$ cat config.mk
export PLATFORM = sky130hd
export DESIGN_NAME = bpld_quot
export DESIGN_NICKNAME = d
export VERILOG_FILES = /design/src/hdl/bpld_pkg.sv /design/src/hdl/bpld_quot.sv
export SDC_FILE = /design/constraint.sdc
export NUM_CORES = 2
export LEC_CHECK = 0
export ABC_AREA = 1
export BUFFER_PORTS_ARGS = -buffer_cell sky130_fd_sc_hd__buf_2
export CORE_UTILIZATION = 45
export DETAILED_ROUTE_END_ITERATION = 10
export PLACE_DENSITY_LB_ADDON = 0.25
export SLEW_MARGIN = 20
export SYNTH_ARGS = -nofsm -noshare
export SYNTH_HDL_FRONTEND = slang
export SYNTH_SLANG_ARGS = --single-unit
$ cat constraint.sdc
create_clock -name clk_i -period 17.26 [get_ports clk_i]
set_clock_uncertainty 0.15 [all_clocks]
set_input_delay 5.178 -clock clk_i [delete_from_list [all_inputs] [get_ports clk_i]]
set_output_delay 5.178 -clock clk_i [all_outputs]
set_load 0.02 [all_outputs]
$ cat src/hdl/bpld_pkg.sv
// Shared types, register map and fixed-point constants for the power limit derating block.
`default_nettype none

package bpld_pkg;

  // Widths of the register, input and result fields.
  localparam int unsigned PowerW   = 20;
  localparam int unsigned CurrentW = 17;
  localparam int unsigned LevelW   = 14;
  localparam int unsigned TempW    = 11;

  // Derating bands: 5 percent of charge level, 5 C of temperature.
  localparam int unsigned LevelBand = 500;
  localparam int unsigned TempBand  = 50;

  // Distances inside a band fit these widths (at most band minus one).
  localparam int unsigned LevelDistW = 9;
  localparam int unsigned TempDistW  = 6;

  // Raw product widths ahead of the constant divisions.
  localparam int unsigned LevelProdW = PowerW + LevelDistW;   // power * level distance
  localparam int unsigned TempProdW  = PowerW + TempDistW;    // power * temperature distance
  localparam int unsigned CurNumW    = CurrentW + 5;          // 18 * current

  // Reciprocals for exact floor division.
  // x / 500 is (x >> 2) / 125 and x / 50 is (x >> 1) / 25;
  // 720 / 1000 reduces to 18 / 25.
  localparam int unsigned Div125Shift = 34;
  localparam int unsigned Div125W     = 28;
  localparam logic [Div125W-1:0] Div125Mul = 28'd137438954;
  localparam int unsigned Div25Shift  = 30;
  localparam int unsigned Div25W      = 26;
  localparam logic [Div25W-1:0] Div25Mul = 26'd42949673;

  // APB register map, one 32-bit word per register.
  localparam int unsigned AddrW = 5;
  localparam int unsigned DataW = 32;

  typedef enum logic [2:0] {
    REG_MAX_CHG_PWR  = 3'd0,
    REG_MAX_DIS_PWR  = 3'd1,
    REG_MAX_CHG_CUR  = 3'd2,
    REG_MAX_DIS_CUR  = 3'd3,
    REG_LEVEL_MIN    = 3'd4,
    REG_LEVEL_MAX    = 3'd5,
    REG_TEMP_LOW     = 3'd6,
    REG_TEMP_HIGH    = 3'd7
  } reg_idx_e;

  // Configuration as seen by the datapath.
  typedef struct packed {
    logic [PowerW-1:0]          max_charge_power;
    logic [PowerW-1:0]          max_discharge_power;
    logic [CurrentW-1:0]        max_charge_current;
    logic [CurrentW-1:0]        max_discharge_current;
    logic [LevelW-1:0]          charge_level_min;
    logic [LevelW-1:0]          charge_level_max;
    logic signed [TempW-1:0]    temp_low_bound;
    logic signed [TempW-1:0]    temp_high_bound;
  } cfg_t;

  // First pipeline stage: raw products and region flags.
  typedef struct packed {
    logic [LevelProdW-1:0] lvl_c;
    logic [LevelProdW-1:0] lvl_d;
    logic [TempProdW-1:0]  thr_c;
    logic [TempProdW-1:0]  thr_d;
    logic [CurNumW-1:0]    cur_num_c;
    logic [CurNumW-1:0]    cur_num_d;
    logic                  lvl_c_full;
    logic                  lvl_d_full;
    logic                  thr_full;
    logic                  empty;
  } prod_t;

  // Second pipeline stage: quotients and region flags.
  typedef struct packed {
    logic [PowerW-1:0]   lvl_c;
    logic [PowerW-1:0]   lvl_d;
    logic [PowerW-1:0]   thr_c;
    logic [PowerW-1:0]   thr_d;
    logic [CurrentW-1:0] cur_c;
    logic [CurrentW-1:0] cur_d;
    logic                lvl_c_full;
    logic                lvl_d_full;
    logic                thr_full;
    logic                empty;
  } quot_t;

endpackage

`default_nettype wire

$ cat src/hdl/bpld_quot.sv
// Pipeline stage two: constant divisions by reciprocal multiplication.
`default_nettype none

module bpld_quot (
  input  wire logic            clk_i,
  input  wire logic            en_i,
  input  wire bpld_pkg::prod_t prod_i,
  output bpld_pkg::quot_t      quot_o
);
  import bpld_pkg::*;

  localparam int unsigned L125W = LevelProdW - 2 + Div125W;
  localparam int unsigned T25W  = TempProdW - 1 + Div25W;
  localparam int unsigned C25W  = CurNumW + Div25W;

  quot_t quot_q, quot_d;
  logic [L125W-1:0] m_lc, m_ld;
  logic [T25W-1:0]  m_tc, m_td;
  logic [C25W-1:0]  m_cc, m_cd;

  // Divide level products by 500, thermal products by 50, currents by 25.
  always_comb begin
    m_lc = L125W'(prod_i.lvl_c[LevelProdW-1:2]) * L125W'(Div125Mul);
    m_ld = L125W'(prod_i.lvl_d[LevelProdW-1:2]) * L125W'(Div125Mul);
    m_tc = T25W'(prod_i.thr_c[TempProdW-1:1]) * T25W'(Div25Mul);
    m_td = T25W'(prod_i.thr_d[TempProdW-1:1]) * T25W'(Div25Mul);
    m_cc = C25W'(prod_i.cur_num_c) * C25W'(Div25Mul);
    m_cd = C25W'(prod_i.cur_num_d) * C25W'(Div25Mul);

    quot_d.lvl_c      = m_lc[Div125Shift +: PowerW];
    quot_d.lvl_d      = m_ld[Div125Shift +: PowerW];
    quot_d.thr_c      = m_tc[Div25Shift +: PowerW];
    quot_d.thr_d      = m_td[Div25Shift +: PowerW];
    quot_d.cur_c      = m_cc[Div25Shift +: CurrentW];
    quot_d.cur_d      = m_cd[Div25Shift +: CurrentW];
    quot_d.lvl_c_full = prod_i.lvl_c_full;
    quot_d.lvl_d_full = prod_i.lvl_d_full;
    quot_d.thr_full   = prod_i.thr_full;
    quot_d.empty      = prod_i.empty;
  end

  always_ff @(posedge clk_i) begin
    if (en_i) begin
      quot_q <= quot_d;
    end
  end

  assign quot_o = quot_q;

endmodule

`default_nettype wire

==> results.yml <==
critical_path:
  critical_path.max_stage_delay_ns: 0.57
  path_cells: "buf_2 > inv_1 > fa_1 > inv_1 > fa_1 > inv_1 > fa_1 > inv_1 > fa_1 > fa_1 > fa_1 > inv_1 > fa_1 > inv_1 > ha_1 > a21oi_1 > o21ai_0 > a21oi_1 > nand2_1 > a21oi_1 > xnor2_1"
  path_delay_family: "adder cells"
  critPathMostFrequentCell: "fa_1"
  endpoint_kind: "flop"
  critical_path_class: "input port to flop"
  path_buf_inv: 7
  cp.arrival_ns: 11.01
  crit_fanout: 9
  crit_required_ns: 17.37
  start_kind: "input port"
  slowest_stage: "fa_1"
yosys:
  netlist_instances: 8220
  yosys.area.top_type: "fa_1"
  syn_area_sq_mm: 0.0698
  synth_edf_count: 118
  synth-seq-cells: 118
  ys_seq_area_share_pct: 5.07
  synth_cell_types: 37
  ys_top_cells_by_area: "fa_1, ha_1, inv_1"
  synth_top_area_share_pct: 35.7
  synthArstFlopShare_pct: 0
  ys.flop_type: "edfxtp_1"
  syn-mean-instance-area_sq_um: 8.49
  synth.net_count: 11200
  yosys_warnings: 0
clock_network:
  clock_sink_count: 118
  h-tree-depth: 4
  ctsRootBufferMaster: "clkbuf_16"
  numCtsBuffers: 17
  clockBufferDepth: 2
  cts_resized: 0
  post_cts_buffers: 0
  path_clk_slew_ns: 0.06
  cts_tree: "yes"
  hold_buffers: 0
timing:
  rsz0062_at_grt: "false"
  tns_ns: 0
  slew_headroom_pct: 57.0
  finalCriticalPeriod_ns: 10.90
  finalHoldViolCount: 0
  min_period_over_period_pct: 63.2
  drv_slew: 0
  setup_violations: 0
  worst_pin_slew_ns: 0.645
  fin_ws_ns: 6.36
  fmax_ghz: 0.0917
drt:
  via_count: 53800
  firstDrtPassIters: 8
  vias_per_cell: 5.08
  wl_per_cell_microns: 19.1
  wirelength_microns: 202000
  antenna_left: 0
  drtIter0Drc: 3552
  drc: 0
cells_and_area:
  fin_nets: 11500
  fin_util_pct: 48.3
  largest_reg_flops: 118
  syn_to_final_growth_pct: 6.59
  drive_above_1_share_pct: 4.06
  fill_cells: 15100
die:
  die_area_sq_mm: 0.157
  core_area_sq_mm: 0.154
  initial_utilization_pct: 45.3
  rows: 144
  die_x_microns: 396
  dieHeight_microns: 396
  pin_count: 278
grt:
  overflow: 0
  grt.met2_usage_pct: 43.4
  grt_pass1_vias: 57300
  antenna_found_initial: 28
  use_met3_pct: 3.84
  grt_max_degree: 46
  grt_usage_pct: 26.7
  grt.busiest_layer: "met2"
  use_met1_pct: 37.1
  grt_pass1_wl_microns: 321000
placement:
  dp_hpwl_microns: 184000
  port_buffers: 271
  dp_slack_ns: 5.90
  gp_congestion: 1.01
hold_path:
  hold_class: "input port to flop"
status:
  status: "finished, final reports clean"
job:
  maxCapViolCount: 0
## logic make-up (layout without fill, tap and decap cells)
logic type | count (synthesis) | count (layout) | share of synthesized area [%]
AO/OA/AOI/OAI | 666 | 666 | 5.12
XOR/XNOR | 38 | 38 | 0.477
adder cells (fa/ha/maj) | 2792 | 2792 | 63.4
buffers and inverters | 2591 | 2895 | 13.9
flip-flops | 118 | 118 | 5.07
other | 0 | 17 | 0
AND/OR/NAND/NOR | 2015 | 2015 | 12.0
## area by class of cell
type / count / area [sq um] / area share (%)
diodes: 17 / 42.5 / 0.0572
repair buffers: 273 / 1380 / 1.85
well taps: 2044 / 2560 / 3.44
clock buffers: 18 / 429 / 0.577
clock inverters: 13 / 198 / 0.266
multi-input cells: 5511 / 56600 / 76.0
flip-flops and latches: 118 / 3540 / 4.76
inverters: 2591 / 9730 / 13.1
## Yosys cell counts, types with 14 or more instances
library cell / number
a21oi_1: 341
ha_1: 1548
xor2_1: 18
o21a_1: 27
inv_1: 2591
o21bai_1: 35
o21ai_0: 224
nand2_1: 1085
a21o_1: 18
a21boi_0: 14
nor2_1: 509
edfxtp_1: 118
fa_1: 1244
nand4_1: 106
xnor2_1: 20
nor3_1: 46
nand3_1: 203
## layer usage
metal / vias up / part of all wire [%]
li1: 25600 / -
met1: 26300 / 45
met2: 1581 / 46
met3: 253 / 6.4
met4: 4 / 2.7
met5: - / 0.012
## cells in the final DEF (no fill, tap or decap), types with 2 or more instances in the layout
cell,n
nand3b_1,4
fa_1,1244
a31oi_1,2
xor2_1,18
a21o_1,18
nor3_2,5
and2_1,4
or2_2,8
nand2_2,10
o21ai_1,3
diode_2,17
inv_6,2
edfxtp_1,118
nor4_2,2
o21bai_1,35
nor2_2,12
ha_1,1548
buf_2,270
clkinv_4,6
nand3_1,203
clkbuf_16,17
o21ai_0,224
xnor2_1,20
buf_4,2
nor2_1,509
a21oi_1,341
bufinv_16,4
nor2_4,3
nor3_1,46
a21boi_0,14
nor4_1,10
nor3b_1,2
nand4_1,106
inv_1,2591
o21a_1,27
nand2_1,1085
## through the flow
stage                     hold WS (ns)  area [sq um]  cells
after floorplan                   5.13         69800   8220
after global placement            5.20         73800  10500
after detailed placement          5.21         73800  10500
after CTS                         4.62         74400  10600
after global routing              4.65         74400  10600
final                             4.68         74400  10600
## worst paths after layout
path,cells after the start,startpoint,to
worst max-delay path,21,prod_i[9],quot_o[4]
worst min-delay path,1,prod_i[3],quot_o[3]
Power is not shown: default switching activity piles up to over one toggle a cycle in this logic, so the estimate is an artifact.
