## src/hdl/bpld_pkg.sv

```systemverilog
// Shared types, register map and fixed-point constants for the power limit derating block.
`default_nettype none

package bpld_pkg;

  // Widths of the register, input and result fields.
  localparam int unsigned PowerW   = 20;
  localparam int unsigned CurrentW = 17;
  localparam int unsigned LevelW   = 14;
  localparam int unsigned TempW    = 11;

  // Derating bands: 5 percent of charge level, 5 C of temperature.
  localparam int unsigned LevelBand = 500;
  localparam int unsigned TempBand  = 50;

  // Distances inside a band fit these widths (at most band minus one).
  localparam int unsigned LevelDistW = 9;
  localparam int unsigned TempDistW  = 6;

  // Raw product widths ahead of the constant divisions.
  localparam int unsigned LevelProdW = PowerW + LevelDistW;   // power * level distance
  localparam int unsigned TempProdW  = PowerW + TempDistW;    // power * temperature distance
  localparam int unsigned CurNumW    = CurrentW + 5;          // 18 * current

  // Reciprocals for exact floor division.
  // x / 500 is (x >> 2) / 125 and x / 50 is (x >> 1) / 25;
  // 720 / 1000 reduces to 18 / 25.
  localparam int unsigned Div125Shift = 34;
  localparam int unsigned Div125W     = 28;
  localparam logic [Div125W-1:0] Div125Mul = 28'd137438954;
  localparam int unsigned Div25Shift  = 30;
  localparam int unsigned Div25W      = 26;
  localparam logic [Div25W-1:0] Div25Mul = 26'd42949673;

  // APB register map, one 32-bit word per register.
  localparam int unsigned AddrW = 5;
  localparam int unsigned DataW = 32;

  typedef enum logic [2:0] {
    REG_MAX_CHG_PWR  = 3'd0,
    REG_MAX_DIS_PWR  = 3'd1,
    REG_MAX_CHG_CUR  = 3'd2,
    REG_MAX_DIS_CUR  = 3'd3,
    REG_LEVEL_MIN    = 3'd4,
    REG_LEVEL_MAX    = 3'd5,
    REG_TEMP_LOW     = 3'd6,
    REG_TEMP_HIGH    = 3'd7
  } reg_idx_e;

  // Configuration as seen by the datapath.
  typedef struct packed {
    logic [PowerW-1:0]          max_charge_power;
    logic [PowerW-1:0]          max_discharge_power;
    logic [CurrentW-1:0]        max_charge_current;
    logic [CurrentW-1:0]        max_discharge_current;
    logic [LevelW-1:0]          charge_level_min;
    logic [LevelW-1:0]          charge_level_max;
    logic signed [TempW-1:0]    temp_low_bound;
    logic signed [TempW-1:0]    temp_high_bound;
  } cfg_t;

  // First pipeline stage: raw products and region flags.
  typedef struct packed {
    logic [LevelProdW-1:0] lvl_c;
    logic [LevelProdW-1:0] lvl_d;
    logic [TempProdW-1:0]  thr_c;
    logic [TempProdW-1:0]  thr_d;
    logic [CurNumW-1:0]    cur_num_c;
    logic [CurNumW-1:0]    cur_num_d;
    logic                  lvl_c_full;
    logic                  lvl_d_full;
    logic                  thr_full;
    logic                  empty;
  } prod_t;

  // Second pipeline stage: quotients and region flags.
  typedef struct packed {
    logic [PowerW-1:0]   lvl_c;
    logic [PowerW-1:0]   lvl_d;
    logic [PowerW-1:0]   thr_c;
    logic [PowerW-1:0]   thr_d;
    logic [CurrentW-1:0] cur_c;
    logic [CurrentW-1:0] cur_d;
    logic                lvl_c_full;
    logic                lvl_d_full;
    logic                thr_full;
    logic                empty;
  } quot_t;

endpackage

`default_nettype wire

```

## src/hdl/bpld_prod.sv

```systemverilog
// Pipeline stage one: region decisions, distances and raw power products.
`default_nettype none

module bpld_prod (
  input  wire logic                        clk_i,
  input  wire logic                        en_i,
  input  wire bpld_pkg::cfg_t              cfg_i,
  input  wire logic [bpld_pkg::LevelW-1:0] level_i,
  input  wire logic signed [bpld_pkg::TempW-1:0] temp_i,
  output bpld_pkg::prod_t                  prod_o
);
  import bpld_pkg::*;

  prod_t prod_q, prod_d;

  logic signed [LevelW+1:0] lvl_s, lmin_s, lmax_s, dist_lc, dist_ld;
  logic signed [TempW+1:0]  t_s, lo_s, hi_s, dist_t;
  logic c_zero, c_band, d_zero, d_band, t_zero, t_low, t_high;
  logic [LevelDistW-1:0] dlc, dld;
  logic [TempDistW-1:0]  dt;

  // Charge level regions against both limits.
  always_comb begin
    lvl_s   = $signed({2'b00, level_i});
    lmin_s  = $signed({2'b00, cfg_i.charge_level_min});
    lmax_s  = $signed({2'b00, cfg_i.charge_level_max});
    dist_lc = lmax_s - lvl_s;
    dist_ld = lvl_s - lmin_s;
    c_zero  = lvl_s >= lmax_s;
    c_band  = lvl_s > (lmax_s - $signed((LevelW+2)'(LevelBand)));
    d_zero  = lvl_s <= lmin_s;
    d_band  = lvl_s < (lmin_s + $signed((LevelW+2)'(LevelBand)));
    dlc     = (!c_zero && c_band) ? dist_lc[LevelDistW-1:0] : '0;
    dld     = (!d_zero && d_band) ? dist_ld[LevelDistW-1:0] : '0;
  end

  // Temperature regions; the lower band wins when the two overlap.
  always_comb begin
    t_s    = (TempW+2)'(temp_i);
    lo_s   = (TempW+2)'(cfg_i.temp_low_bound);
    hi_s   = (TempW+2)'(cfg_i.temp_high_bound);
    t_zero = (t_s <= lo_s) || (t_s >= hi_s);
    t_low  = t_s < (lo_s + $signed((TempW+2)'(TempBand)));
    t_high = t_s > (hi_s - $signed((TempW+2)'(TempBand)));
    dist_t = t_low ? (t_s - lo_s) : (hi_s - t_s);
    dt     = (!t_zero && (t_low || t_high)) ? dist_t[TempDistW-1:0] : '0;
  end

  // Products and stage flags.
  always_comb begin
    prod_d.lvl_c      = LevelProdW'(cfg_i.max_charge_power) * LevelProdW'(dlc);
    prod_d.lvl_d      = LevelProdW'(cfg_i.max_discharge_power) * LevelProdW'(dld);
    prod_d.thr_c      = TempProdW'(cfg_i.max_charge_power) * TempProdW'(dt);
    prod_d.thr_d      = TempProdW'(cfg_i.max_discharge_power) * TempProdW'(dt);
    prod_d.cur_num_c  = (CurNumW'(cfg_i.max_charge_current) << 4)
                      + (CurNumW'(cfg_i.max_charge_current) << 1);
    prod_d.cur_num_d  = (CurNumW'(cfg_i.max_discharge_current) << 4)
                      + (CurNumW'(cfg_i.max_discharge_current) << 1);
    prod_d.lvl_c_full = !c_zero && !c_band;
    prod_d.lvl_d_full = !d_zero && !d_band;
    prod_d.thr_full   = !t_zero && !t_low && !t_high;
    prod_d.empty      = (level_i == '0);
  end

  always_ff @(posedge clk_i) begin
    if (en_i) begin
      prod_q <= prod_d;
    end
  end

  assign prod_o = prod_q;

endmodule

`default_nettype wire

```

## config.mk

```make
export PLATFORM = sky130hd
export DESIGN_NAME = bpld_prod
export DESIGN_NICKNAME = d
export VERILOG_FILES = /design/src/hdl/bpld_pkg.sv /design/src/hdl/bpld_prod.sv
export SDC_FILE = /design/constraint.sdc
export NUM_CORES = 2
export LEC_CHECK = 0
export BUFFER_PORTS_ARGS = -buffer_cell sky130_fd_sc_hd__buf_2
export CAP_MARGIN = 40
export CORE_MARGIN = 5
export CORE_UTILIZATION = 30
export CTS_CLUSTER_DIAMETER = 200
export DETAILED_ROUTE_END_ITERATION = 7
export GPL_TIMING_DRIVEN = 0
export PLACE_DENSITY_LB_ADDON = 0.2
export SLEW_MARGIN = 20
export SYNTH_ARGS = -nofsm -noshare
export SYNTH_HDL_FRONTEND = slang
export SYNTH_SLANG_ARGS = --single-unit
```

## constraint.sdc

```tcl
create_clock -name clk_i -period 8 [get_ports clk_i]
set_input_delay 1.6 -clock clk_i [delete_from_list [all_inputs] [get_ports clk_i]]
set_output_delay 1.6 -clock clk_i [all_outputs]
set_load 0.02 [all_outputs]
```

==> flow_summary_export.csv <==
group,metric,value,unit
route,detail_route.vias_per_cell,5.02,
global_route,grt_antenna_before_repair,23,
synthesis,yosys_register_bits,156,
critical_path,critical_path.startpoint_type,"primary input",
sta,rsz0062_at_grt,"yes",
placement,dp.cells,4792,
finish,final-instance-count-excl-fill,4942,
critical_path,critical_path_peak_fanout,7,
placement,numPortBuffers,295,
sta,post-route-min-period,8020,ps
critical_path,critical_path_required,8320,ps
clock_tree,tritoncts.num_buffers,17,
global_route,grt_pass1_vias,25300,
finish,most-common-layout-cells,"sky130_fd_sc_hd__inv_1 (575), sky130_fd_sc_hd__fa_1 (402), sky130_fd_sc_hd__buf_2 (294)",
clock_tree,cts_tree,"done",
die,die-width,323,um
clock_tree,cts-root-to-sink-buffers,2,
critical_path,critical_path.endpoint,"prod_o[157]$_DFFE_PP_",
die,io-pin-count,309,
clock_tree,post_cts_hold_buffer_count,0,
placement,final_estimated_routing_congestion_in_global_placement,0.873,
run,max_cap_viol_count,0,
synthesis,syn-instance-count,3219,
sta,setup_ws_post_layout,-24.6,ps
pwr,combinationalPowerShare,0.698,
pwr,p_int,3.70,mW
sta,worstMarginPinSlew,810,ps
synthesis,syn_area,0.0294,mm^2
critical_path,worstSetupStartpoint,"cfg_i[25]",
pwr,power.switching,3.57,mW
pwr,power.sequential.fraction,0.184,
placement,hpwl,79.2,mm
global_route,largest_net_degree_at_the_start_of_global_routing,86,
sta,fmax,125,MHz
route,route.detailed.wl_per_inst,20.0,um
route,detail-route-antenna-nets,0,
sta,slew-limit-headroom,0.460,
critical_path,worst-setup-path-type,"in2reg",
pwr,swShare,0.491,
sta,number_of_endpoints_with_negative_hold_slack_in_the_final_report,0,
global_route,globalRoute.totalOverflow,0,
die,floorplan.initialDensity,0.303,
route,vias,24800,
pwr,max-vdd-ir-drop,0.000155,V
finish,layout-area-overhead-vs-synth,22.9,%
route,wl_met2,46.9,mm
synthesis,post-synth-top-area-fraction,0.277,
pwr,p_total,7.27,mW
status,status,"complete, but fails checks",
route,highest-signal-layer,"met5",
route,wirelength,98.6,mm
finish,largest_register_ff_count,156,
die,die_h,323,um
synthesis,synth.avg_cell_area,9.13,um^2
synthesis,synth.largest_area_cell,"sky130_fd_sc_hd__fa_1",
die,die_area,0.104,mm^2
route,met3RoutedLength,6.32,mm
critical_path,worst-endpoint-arrival,8340,ps
pwr,power.leakage,17.7,nW
synthesis,yosysSeqAreaShare,0.159,
sta,setup_viol_count_final,2,
pwr,p_per_area,201,mW/mm^2
critical_path,worstSetupEndpointType,"flop",
pwr,clock_power_share,0.118,
critical_path,crit_top_cell,"sky130_fd_sc_hd__fa_1",
clock_tree,clock_sink_count,156,
finish,layout_commonest_cell,"sky130_fd_sc_hd__inv_1",
route,route.detailed.drc,0,
clock_tree,clockRootBuffer,"sky130_fd_sc_hd__clkbuf_16",
die,core,0.0970,mm^2
finish,total_nets_final,4498,
synthesis,yosysUniqueCellTypes,75,
route,first_pass_iters,5,
sta,final_number_of_max_transition_violations,0,
critical_path,worst_path_max_delay_cell,"sky130_fd_sc_hd__fa_1",
critical_path,crit_path_max_incr_delay,570,ps
global_route,grt_pass1_wl,149,mm
clock_tree,ctsHtreeMaxLevel,4,
route,first_iter_violations,1448,
synthesis,synth.top_cells.by_area,"sky130_fd_sc_hd__fa_1 (28%), sky130_fd_sc_hd__edfxtp_1 (16%), sky130_fd_sc_hd__ha_1 (13%), sky130_fd_sc_hd__inv_1 (7.6%), sky130_fd_sc_hd__and3_1 (4.5%)",
global_route,global_route.usage.total,0.186,
synthesis,fraction_of_synthesis_flops_using_an_asynchronous_set_or_reset_pin,0,
synthesis,number_of_enable_type_register_cells_in_the_synthesized_netlist,156,
clock_tree,cts.clk_slew.worst_paths,80,ps
synthesis,yosys_most_used_dff,"sky130_fd_sc_hd__edfxtp_1",
route,wirelength_met1,43.1,mm
sta,layout_worst_path_cycle_share,1.00,
min_path,worst_hold_path_type,"in2reg",
status,violations,"setup timing",
synthesis,yosysWarningCount,0,
finish,layout-drive-gt1-share,0.209,
die,std_cell_rows,114,
## worst max-delay path: cells and delay by family
kind | cells | cell delay [ps]
compound gates | 9 | 2280
fa+ha+maj | 7 | 2710
simple gates | 5 | 720
xor+xnor | 1 | 140
buf+inv | 8 | 840
## logic make-up (layout without fill, tap and decap cells)
group / count (synthesis) / count (layout) / share of synthesized area
xor+xnor: 152 / 152 / 0.0453
other cells: 1 / 21 / 0.000128
simple gates: 960 / 960 / 0.183
flops: 156 / 156 / 0.159
compound gates: 475 / 477 / 0.107
fa+ha+maj: 713 / 713 / 0.407
buf+inv: 762 / 1187 / 0.0983
## cell usage after synthesis (7+ instances only)
library cell and instances:
sky130_fd_sc_hd__inv_1 592, sky130_fd_sc_hd__fa_1 407, sky130_fd_sc_hd__ha_1 306, sky130_fd_sc_hd__and3_1 212, sky130_fd_sc_hd__nand3_1 174, sky130_fd_sc_hd__edfxtp_1 156, sky130_fd_sc_hd__nand2_1 148, sky130_fd_sc_hd__clkbuf_1 136
sky130_fd_sc_hd__a21oi_1 130, sky130_fd_sc_hd__xnor2_1 116, sky130_fd_sc_hd__o21ai_0 84, sky130_fd_sc_hd__and2_1 79, sky130_fd_sc_hd__nor2_1 78, sky130_fd_sc_hd__a21o_1 70, sky130_fd_sc_hd__nand4_1 68, sky130_fd_sc_hd__xor2_1 36
sky130_fd_sc_hd__nor3_1 34, sky130_fd_sc_hd__o21a_1 32, sky130_fd_sc_hd__nor4_1 26, sky130_fd_sc_hd__and4_1 23, sky130_fd_sc_hd__nand2b_1 19, sky130_fd_sc_hd__nand4b_1 19, sky130_fd_sc_hd__nor2b_1 19, sky130_fd_sc_hd__buf_2 18
sky130_fd_sc_hd__o21bai_1 18, sky130_fd_sc_hd__a211oi_1 17, sky130_fd_sc_hd__a31oi_1 16, sky130_fd_sc_hd__nor4b_1 16, sky130_fd_sc_hd__buf_1 14, sky130_fd_sc_hd__nor3b_1 13, sky130_fd_sc_hd__or3_1 12, sky130_fd_sc_hd__a211o_1 11
sky130_fd_sc_hd__o211ai_1 8, sky130_fd_sc_hd__o31ai_1 7, sky130_fd_sc_hd__or2_2 7
## layout make-up
cell class	count	area [um^2]
inverters	592	2230
flip-flops and latches	156	4680
multi-input cells	2304	23400
clock buffers	17	425
repair buffers	397	2540
clock inverters	15	155
fillers	10100	60800
well taps	1276	1600
plain buffers	166	1040
diodes	19	47.5
## power by group through the flow
stage | combinational [mW] | sequential, mW | clock [mW]
after floorplan | 2.82 | 1.69 | 0
after global placement | 4.52 | 1.37 | 0
after detailed placement | 4.51 | 1.36 | 0
after CTS | 4.82 | 1.35 | 0.912
after global routing | 5.65 | 1.37 | 0.935
final | 5.08 | 1.34 | 0.855
## metrics by stage
step                utilization  setup TNS [ps]  setup slack (ps)  hold WS [ps]  cell area (um^2)
floorplan                     -            -170              -106          1700             29700
global placement          0.338          -83320             -2040          1810             32800
detailed placement        0.339          -71640             -1610          1810             32800
CTS                       0.358            -122             -78.1          1240             34700
global route              0.372           -1830              -217          1260             36100
finish                    0.373           -30.1             -24.6          1300             36100
## routing by layer
layer | vias up | GRT usage
met5 | - | 0
met4 | 6 | 0.0510
met3 | 111 | 0.0441
met2 | 690 | 0.309
met1 | 12300 | 0.243
li1 | 11700 | -
## worst min path at each step
stage,startpoint,endpoint,slack (ps),cells past startpoint
2_1_floorplan,cfg_i[67],prod_o[27]$_DFFE_PP_,1700,0
6_report,cfg_i[67],prod_o[27]$_DFFE_PP_,1300,1
5_1_grt,cfg_i[67],prod_o[27]$_DFFE_PP_,1260,1
4_1_cts,cfg_i[67],prod_o[27]$_DFFE_PP_,1240,1
3_5_place_dp,cfg_i[67],prod_o[27]$_DFFE_PP_,1810,1
3_3_place_gp,cfg_i[67],prod_o[27]$_DFFE_PP_,1810,1
## what timing repair did
item | CTS | global route
buffers inserted | 38 | 59
resized for setup | 229 | 270
pin swaps | 72 | 102
endpoints found under the setup margin | 63 | 45
gates cloned | 1 | 4
Note: power is estimated with default switching activity, not from simulation.
