[src/hdl/bpld_pkg.sv]
// Shared types, register map and fixed-point constants for the power limit derating block.
`default_nettype none

package bpld_pkg;

  // Widths of the register, input and result fields.
  localparam int unsigned PowerW   = 20;
  localparam int unsigned CurrentW = 17;
  localparam int unsigned LevelW   = 14;
  localparam int unsigned TempW    = 11;

  // Derating bands: 5 percent of charge level, 5 C of temperature.
  localparam int unsigned LevelBand = 500;
  localparam int unsigned TempBand  = 50;

  // Distances inside a band fit these widths (at most band minus one).
  localparam int unsigned LevelDistW = 9;
  localparam int unsigned TempDistW  = 6;

  // Raw product widths ahead of the constant divisions.
  localparam int unsigned LevelProdW = PowerW + LevelDistW;   // power * level distance
  localparam int unsigned TempProdW  = PowerW + TempDistW;    // power * temperature distance
  localparam int unsigned CurNumW    = CurrentW + 5;          // 18 * current

  // Reciprocals for exact floor division.
  // x / 500 is (x >> 2) / 125 and x / 50 is (x >> 1) / 25;
  // 720 / 1000 reduces to 18 / 25.
  localparam int unsigned Div125Shift = 34;
  localparam int unsigned Div125W     = 28;
  localparam logic [Div125W-1:0] Div125Mul = 28'd137438954;
  localparam int unsigned Div25Shift  = 30;
  localparam int unsigned Div25W      = 26;
  localparam logic [Div25W-1:0] Div25Mul = 26'd42949673;

  // APB register map, one 32-bit word per register.
  localparam int unsigned AddrW = 5;
  localparam int unsigned DataW = 32;

  typedef enum logic [2:0] {
    REG_MAX_CHG_PWR  = 3'd0,
    REG_MAX_DIS_PWR  = 3'd1,
    REG_MAX_CHG_CUR  = 3'd2,
    REG_MAX_DIS_CUR  = 3'd3,
    REG_LEVEL_MIN    = 3'd4,
    REG_LEVEL_MAX    = 3'd5,
    REG_TEMP_LOW     = 3'd6,
    REG_TEMP_HIGH    = 3'd7
  } reg_idx_e;

  // Configuration as seen by the datapath.
  typedef struct packed {
    logic [PowerW-1:0]          max_charge_power;
    logic [PowerW-1:0]          max_discharge_power;
    logic [CurrentW-1:0]        max_charge_current;
    logic [CurrentW-1:0]        max_discharge_current;
    logic [LevelW-1:0]          charge_level_min;
    logic [LevelW-1:0]          charge_level_max;
    logic signed [TempW-1:0]    temp_low_bound;
    logic signed [TempW-1:0]    temp_high_bound;
  } cfg_t;

  // First pipeline stage: raw products and region flags.
  typedef struct packed {
    logic [LevelProdW-1:0] lvl_c;
    logic [LevelProdW-1:0] lvl_d;
    logic [TempProdW-1:0]  thr_c;
    logic [TempProdW-1:0]  thr_d;
    logic [CurNumW-1:0]    cur_num_c;
    logic [CurNumW-1:0]    cur_num_d;
    logic                  lvl_c_full;
    logic                  lvl_d_full;
    logic                  thr_full;
    logic                  empty;
  } prod_t;

  // Second pipeline stage: quotients and region flags.
  typedef struct packed {
    logic [PowerW-1:0]   lvl_c;
    logic [PowerW-1:0]   lvl_d;
    logic [PowerW-1:0]   thr_c;
    logic [PowerW-1:0]   thr_d;
    logic [CurrentW-1:0] cur_c;
    logic [CurrentW-1:0] cur_d;
    logic                lvl_c_full;
    logic                lvl_d_full;
    logic                thr_full;
    logic                empty;
  } quot_t;

endpackage

`default_nettype wire

[src/hdl/bpld_regs.sv]
// APB configuration registers for the power limit derating block.
`default_nettype none

module bpld_regs (
  input  wire logic                   clk_i,
  input  wire logic                   rst_ni,
  input  wire logic                   psel,
  input  wire logic                   penable,
  input  wire logic                   pwrite,
  input  wire logic [bpld_pkg::AddrW-1:0] paddr,
  input  wire logic [bpld_pkg::DataW-1:0] pwdata,
  output logic [bpld_pkg::DataW-1:0]  prdata,
  output logic                        pready,
  output bpld_pkg::cfg_t              cfg_o
);
  import bpld_pkg::*;

  cfg_t     cfg_q, cfg_d;
  reg_idx_e idx;
  logic     wr_en;

  assign idx   = reg_idx_e'(paddr[AddrW-1:2]);
  assign wr_en = psel && penable && pwrite;
  assign pready = 1'b1;

  // Register write decode.
  always_comb begin
    cfg_d = cfg_q;
    if (wr_en) begin
      unique case (idx)
        REG_MAX_CHG_PWR: cfg_d.max_charge_power      = pwdata[PowerW-1:0];
        REG_MAX_DIS_PWR: cfg_d.max_discharge_power   = pwdata[PowerW-1:0];
        REG_MAX_CHG_CUR: cfg_d.max_charge_current    = pwdata[CurrentW-1:0];
        REG_MAX_DIS_CUR: cfg_d.max_discharge_current = pwdata[CurrentW-1:0];
        REG_LEVEL_MIN:   cfg_d.charge_level_min      = pwdata[LevelW-1:0];
        REG_LEVEL_MAX:   cfg_d.charge_level_max      = pwdata[LevelW-1:0];
        REG_TEMP_LOW:    cfg_d.temp_low_bound        = $signed(pwdata[TempW-1:0]);
        REG_TEMP_HIGH:   cfg_d.temp_high_bound       = $signed(pwdata[TempW-1:0]);
      endcase
    end
  end

  always_ff @(posedge clk_i or negedge rst_ni) begin
    if (!rst_ni) begin
      cfg_q.max_charge_power      <= '0;
      cfg_q.max_discharge_power   <= '0;
      cfg_q.max_charge_current    <= '0;
      cfg_q.max_discharge_current <= '0;
      cfg_q.charge_level_min      <= LevelW'(1000);
      cfg_q.charge_level_max      <= LevelW'(9000);
      cfg_q.temp_low_bound        <= -TempW'(100);
      cfg_q.temp_high_bound       <= TempW'(450);
    end else begin
      cfg_q <= cfg_d;
    end
  end

  // Read back; temperature bounds are sign-extended.
  always_comb begin
    unique case (idx)
      REG_MAX_CHG_PWR: prdata = DataW'(cfg_q.max_charge_power);
      REG_MAX_DIS_PWR: prdata = DataW'(cfg_q.max_discharge_power);
      REG_MAX_CHG_CUR: prdata = DataW'(cfg_q.max_charge_current);
      REG_MAX_DIS_CUR: prdata = DataW'(cfg_q.max_discharge_current);
      REG_LEVEL_MIN:   prdata = DataW'(cfg_q.charge_level_min);
      REG_LEVEL_MAX:   prdata = DataW'(cfg_q.charge_level_max);
      REG_TEMP_LOW:    prdata = DataW'(cfg_q.temp_low_bound);
      REG_TEMP_HIGH:   prdata = DataW'(cfg_q.temp_high_bound);
    endcase
  end

  assign cfg_o = cfg_q;

endmodule

`default_nettype wire

[config.mk]
export PLATFORM = sky130hd
export DESIGN_NAME = bpld_regs
export DESIGN_NICKNAME = d
export VERILOG_FILES = /design/src/hdl/bpld_pkg.sv /design/src/hdl/bpld_regs.sv
export SDC_FILE = /design/constraint.sdc
export NUM_CORES = 1
export LEC_CHECK = 0
export BUFFER_PORTS_ARGS = -buffer_cell sky130_fd_sc_hd__buf_4
export CAP_MARGIN = 25
export CORE_UTILIZATION = 46
export CTS_CLUSTER_SIZE = 16
export DETAILED_ROUTE_END_ITERATION = 10
export GPL_ROUTABILITY_DRIVEN = 0
export HOLD_SLACK_MARGIN = 0.05
export PLACE_DENSITY = 0.88
export SYNTH_ARGS = -nofsm -noshare
export SYNTH_HDL_FRONTEND = slang
export SYNTH_SLANG_ARGS = --single-unit
[constraint.sdc]
create_clock -name clk_i -period 1.2 [get_ports clk_i]
set_clock_uncertainty 0.05 [all_clocks]
set_input_delay 0 -clock clk_i [delete_from_list [all_inputs] [get_ports clk_i]]
set_output_delay 0 -clock clk_i [all_outputs]
set_load 0.01 [all_outputs]
==> results.cfg, run 1 <==
[power_and_ir_drop]
combPwrFrac_pct = 33.6
power.density_mw_per_mm2 = 1680
switching_share_pct = 30.6
p_switching_mw = 4.90
cellInternalPower_mw = 11.1
seqPwrFrac_pct = 36.4
p_leak_nw = 4.66
ir_drop_mv = 1.06
clkPwrFrac_pct = 30.0
total_power_mw = 16.0

[layout]
largest_reg_flops = 124
fillers = 687
num-nets-final = 790
syn2layout_area_growth_pct = 62.9
drive_gt1_share_pct = 71.6
utilization_pct = 78.3
fin_area_sq_mm = 0.00956
antenna_cells = 0

[critical_path]
worst_setup_path_end_kind = primary output
path_cells = mux2_2, a221oi_2, nor2_1, o22a_1, buf_4
path_class = register to primary output
critPathSlowestCell = dfrtp_1
cp_max_fo = 2
startpoint_type = register
cpPeakStageDelay_ns = 0.38
required_ns = 1.15
arrival_ns = 1.71

[yosys]
yosys-top-cells-count = mux2_2, dfrtp_1, nor2_1
yosysTopAreaCell = dfrtp_1
post_synth_num_cell_types = 38
synth-edff-count = 0
ys_seq_area_share_pct = 53.3
synth.most_common_cell = mux2_2
yosysWarningCount = 0
syn_nets = 482
avgSynthCellArea_sq_um = 13.3
synthCells = 440
yosys-top-cells-area = dfrtp_1, mux2_2, dfstp_2
synth_top_area_share_pct = 43.5
ys_async_sr_fraction_pct = 100
synth_seq_cells = 124
synth-main-ff-cell = dfrtp_1
syn_area_sq_mm = 0.00587

[sta]
tns_ns = -14.32
slew_violations = 0
maxSlewHeadroom_pct = 52.4
grt_setup_unrepaired = true
hold_violations = 0
finalSetupViolations = 44
fmax_ghz = 0.569
final.period_utilization_pct = 147
worst_slew_pin_slew_ns = 0.711
layout_setup_ws_ns = -0.558
fin_crit_ns = 1.76
holdWs_ns = 0.0903

[min_path]
hold_class = input port to asynchronous set/reset pin

[global_routing]
grt-busiest-layer = met2
grt_start_max_net_pins = 67
grt_util_met1_pct = 38.8
antenna_found_initial = 0
grt_remaining_overflow = 0
grt_pass1_wl_microns = 30700
grt_use_met2_pct = 53.3
track_usage_pct = 31.9
grt_pass1_vias = 5396
use_met3_pct = 7.80

[clocking]
clk_path_buf_depth = 2
cts_made_buffers = 17
cts-htree-levels = 4
clk_pin_slew_worst_paths_ns = 0.06
clock-sinks = 124
root_buffer = clkbuf_16
clk_latency_ns = 0.42
cts_tree = built

[placed_design]
postPlaceCellArea_sq_mm = 0.00809
io_buffers = 183
hpwl_microns = 13300

[detailed_routing]
dr.pass1.iters = 5
wl_per_cell_microns = 22.6
first_iter_violations = 382
drc = 0
antenna_left = 0
wirelength_microns = 21000
vias = 5201
viasPerCell = 5.60

[die]
start_util_pct = 48.1
pin_count = 199
die_x_microns = 115
die_h_microns = 115
num_rows = 40
coreArea_sq_mm = 0.0122
die-area_sq_mm = 0.0132

[outcome]
status = complete, but fails checks
violations = negative setup slack

[job]
max_cap_violations = 0
[per-stage QoR]
step	worst slack [ns]	instances
after floorplan	-0.0280	440
after global placement	-0.241	853
after detailed placement	-0.255	853
after CTS	-0.559	923
after global routing	-0.619	929
final	-0.558	929
[metal layers]
layer	vias up	share of wire [%]	wire, microns
li1	2235	-	-
met4	0	3.5	737
met5	-	0	0
met3	67	6.3	1320
met1	2627	40	8410
met2	272	50	10600
[logic make-up (layout without fill, tap and decap cells)]
| family | count (synthesis) | after routing | share of synthesized area [%] |
|---|---|---|---|
| flip-flops | 124 | 124 | 53.3 |
| AO/OA/AOI/OAI | 68 | 68 | 9.59 |
| buffers and inverters | 45 | 366 | 4.46 |
| other | 1 | 1 | 0.0639 |
| multiplexers | 142 | 142 | 27.7 |
| AND/OR/NAND/NOR | 60 | 60 | 4.88 |
[layout make-up]
class	instances	area [sq um]	area share, %
Clock inverter	14	123	1.28
Timing Repair Buffer	329	2860	29.9
Tap cell	168	210	2.20
Multi-Input combinational cell	271	2760	28.9
Clock buffer	18	429	4.49
Sequential cell	124	3130	32.7
Timing Repair inverter	1	16.3	0.170
Inverter	4	27.5	0.288
[worst max-delay path, delay by kind of cell (launching register included)]
family	cells	cell delay, ns
compound gates	2	0.41
flops	1	0.38
mux	1	0.28
buf+inv	1	0.14
simple gates	1	0.09
[power groups by stage]
stage | sequential, mW | clock [mW] | combinational [mW]
2_1_floorplan | 6.10 | 0 | 1.42
5_1_grt | 5.91 | 5.04 | 5.66
3_5_place_dp | 5.80 | 0 | 4.48
6_report | 5.85 | 4.82 | 5.38
3_3_place_gp | 5.73 | 0 | 4.35
4_1_cts | 5.76 | 4.80 | 5.08
[placed cells by master (no fill, tap or decap), drive strengths merged]
| cell | Yosys | layout |
|---|---|---|
| buf | 32 | 308 |
| mux2 | 132 | 132 |
| dfrtp | 102 | 102 |
| nor2 | 33 | 33 |
| dfstp | 22 | 22 |
| dlygate4sd3 | 0 | 21 |
| clkbuf | 9 | 18 |
| a221oi | 14 | 14 |
| nor2b | 11 | 11 |
| mux2i | 10 | 10 |
| a22o | 9 | 9 |
| o2bb2ai | 9 | 9 |
| clkinv | 0 | 9 |
| o221a | 8 | 8 |
| o22a | 7 | 7 |
| nand2 | 6 | 6 |
| a22oi | 6 | 6 |
| a21oi | 6 | 6 |
| clkinvlp | 0 | 5 |
| o21ai | 5 | 5 |
| inv | 4 | 4 |
| or3 | 2 | 2 |
| nand2b | 2 | 2 |
| nand4 | 2 | 2 |
| and2b | 1 | 1 |
| and2 | 1 | 1 |
| a32oi | 1 | 1 |
| o221ai | 1 | 1 |
| o21a | 1 | 1 |
| nand3 | 1 | 1 |
| and3 | 1 | 1 |
| o22ai | 1 | 1 |
| conb | 1 | 1 |
| bufinv | 0 | 1 |
[path summary, 6_finish.rpt]
| path | from | to | slack (ns) | cells past startpoint |
|---|---|---|---|---|
| setup / recovery | cfg_o[94]$_DFFE_PN0P_ | prdata[10] | -0.56 | 5 |
| hold / removal | rst_ni | cfg_o[76]$_DFFE_PN0P_ | 0.09 | 3 |
| setup reg to reg | cfg_o[64]$_DFFE_PN0P_ | cfg_o[64]$_DFFE_PN0P_ | 0.04 | 4 |
| hold reg to reg | cfg_o[105]$_DFFE_PN0P_ | cfg_o[105]$_DFFE_PN0P_ | 0.49 | 1 |
| max in group asynchronous | rst_ni | cfg_o[35]$_DFFE_PN1P_ | 0.66 | 3 |
| min in group clk_i | paddr[4] | cfg_o[83]$_DFFE_PN0P_ | 0.22 | 4 |
[what timing repair did]
item	in CTS	in global routing
pin swaps	25	11
endpoints found under the hold margin	248	0
resized for setup	83	45
setup buffers	16	14
setup endpoints to repair	40	49
hold buffers	21	0
gates cloned	1	0
Power figures use the tool's default switching activity.
==> inputs of run 2 (changes only) <==
--- a/config.mk
+++ b/config.mk
@@ -7,12 +7,13 @@
 export LEC_CHECK = 0
 export BUFFER_PORTS_ARGS = -buffer_cell sky130_fd_sc_hd__buf_4
 export CAP_MARGIN = 25
-export CORE_UTILIZATION = 46
+export CORE_UTILIZATION = 30
 export CTS_CLUSTER_SIZE = 16
 export DETAILED_ROUTE_END_ITERATION = 10
 export GPL_ROUTABILITY_DRIVEN = 0
 export HOLD_SLACK_MARGIN = 0.05
-export PLACE_DENSITY = 0.88
+export PLACE_DENSITY_LB_ADDON = 0.25
+export RECOVER_POWER = 25
 export SYNTH_ARGS = -nofsm -noshare
 export SYNTH_HDL_FRONTEND = slang
 export SYNTH_SLANG_ARGS = --single-unit
==> run 2 against run 1 <==
The flow still finishes with violations (negative setup slack); final area increased by 1.1%; core utilization decreased by 27 points; power decreased by 2.6%; global-route usage decreased by 11 points; cell count increased by 10%; die area increased by 52%; setup slack got worse by 0.0061 ns; wire length decreased by 1.6%; non-clock buffer count increased by 6; first-iteration DRC count decreased by 49%.
==> results.cfg, run 2 (synthesis results as in run 1) <==
[outcome]
status = complete, but fails checks
violations = negative setup slack

[global_routing]
grt_pass1_wl_microns = 31100
track_usage_pct = 21.1
grt_remaining_overflow = 0
grt_pass1_vias = 5316
grt_start_max_net_pins = 43
antenna_found_initial = 0

[power_and_ir_drop]
p_leak_nw = 4.68
total_power_mw = 15.6
ir_drop_mv = 1.02
power.density_mw_per_mm2 = 1620

[detailed_routing]
wirelength_microns = 20700
drc = 0
antenna_left = 0
dr.pass1.iters = 4
viasPerCell = 4.83
vias = 4959
first_iter_violations = 196
wl_per_cell_microns = 20.2

[placed_design]
hpwl_microns = 14800
postPlaceCellArea_sq_mm = 0.00838
io_buffers = 183

[die]
start_util_pct = 31.0
coreArea_sq_mm = 0.0190
pin_count = 199
die-area_sq_mm = 0.0201
die_x_microns = 142
die_h_microns = 142
num_rows = 50

[sta]
slew_violations = 0
fin_crit_ns = 1.76
layout_setup_ws_ns = -0.565
finalSetupViolations = 39
worst_slew_pin_slew_ns = 0.641
fmax_ghz = 0.567
final.period_utilization_pct = 147
maxSlewHeadroom_pct = 57.3
grt_setup_unrepaired = true
hold_violations = 0

[critical_path]
path_cells = mux2_4, a221oi_2, nor2_1, o22a_1, buf_6
required_ns = 1.15
startpoint_type = register
arrival_ns = 1.71
path_class = register to primary output
cp_max_fo = 2
critPathBufInv = 1
path_delay_family = compound AO/OA/AOI/OAI gates
cpPeakStageDelay_ns = 0.38
critPathSlowestCell = dfrtp_1
worst_setup_path_end_kind = primary output

[layout]
antenna_cells = 0
mostFrequentLayoutCell = buf_4
largest_reg_flops = 124
drive_gt1_share_pct = 71.3
fin_area_sq_mm = 0.00967
most-common-layout-cells = buf_4, mux2_2, dfrtp_1, buf_6, nor2_1
syn2layout_area_growth_pct = 64.8
num-nets-final = 796

[clocking]
cts_made_buffers = 17
cts-htree-levels = 4
cts_tree = built
root_buffer = clkbuf_16
clk_pin_slew_worst_paths_ns = 0.06
clk_latency_ns = 0.42
holdBufCountCts = 21
clock-sinks = 124
clk_path_buf_depth = 2

[job]
max_cap_violations = 0

[min_path]
hold_class = input port to asynchronous set/reset pin
-- run 2: cell types whose count changed in the layout (fill, tap and decap cells not counted), moves of 3 or more --
cell      before  now
clkinv_4       3    0
clkbuf_1       1    4
nor2b_4        3    6
buf_4        236  251
clkbuf_8       0    3
buf_6         64   52
-- run 2: stage by stage --
stage | setup TNS [ns] | instances | setup slack (ns) | utilization [%] | hold WS (ns)
after floorplan | -0.286 | 440 | -0.0280 | - | -0.346
after global placement | -15.16 | 963 | -0.164 | 44.2 | -0.116
after detailed placement | -18.43 | 963 | -0.201 | 44.2 | -0.111
after CTS | -13.75 | 1021 | -0.537 | 50.1 | -0.0153
after global routing | -16.11 | 1026 | -0.633 | 51.0 | 0.125
final | -13.25 | 1026 | -0.565 | 51.0 | 0.0850
-- run 2: layout make-up --
class	count	area [sq um]
well taps	260	325
repair buffers	335	2870
clock buffers	24	482
flip-flops and latches	124	3130
clock inverters	7	42.5
multi-input cells	271	2780
inverters	4	27.5
fillers	1666	9280
repair inverters	1	16.3
-- run 2: path summary, 6_finish.rpt --
| kind | from | end | slack (ns) | depth (start not counted) |
|---|---|---|---|---|
| setup / recovery | cfg_o[95]$_DFFE_PN0P_ | prdata[11] | -0.56 | 5 |
| hold / removal | rst_ni | cfg_o[115]$_DFFE_PN0P_ | 0.08 | 2 |
| setup reg to reg | cfg_o[85]$_DFFE_PN0P_ | cfg_o[85]$_DFFE_PN0P_ | 0.14 | 3 |
| hold reg to reg | cfg_o[114]$_DFFE_PN0P_ | cfg_o[114]$_DFFE_PN0P_ | 0.49 | 1 |
| max in group asynchronous | rst_ni | cfg_o[1]$_DFFE_PN1P_ | 0.12 | 3 |
| min in group clk_i | paddr[2] | cfg_o[110]$_DFFE_PN0P_ | 0.21 | 4 |
-- run 2: metal layers --
| layer | up-vias | GRT usage (%) | wire [microns] |
|---|---|---|---|
| li1 | 2251 | - | - |
| met1 | 2536 | 26.6 | 9060 |
| met2 | 149 | 36.1 | 10400 |
| met3 | 23 | 4.76 | 986 |
| met4 | 0 | 6.23 | 242 |
| met5 | - | 0 | 0 |
-- run 2: timing repair --
item,in CTS,in global routing
hold endpoints to repair,244,21
endpoints found under the setup margin,45,48
setup buffers,5,13
resized for setup,83,38
gates cloned,1,0
pin swaps,20,19
-- run 2: power breakdown --
part | switching [mW] | internal (mW) | total, mW
Combinational | 2.11 | 3.19 | 5.30
Sequential | 0.629 | 5.12 | 5.75
Clock | 1.82 | 2.77 | 4.59
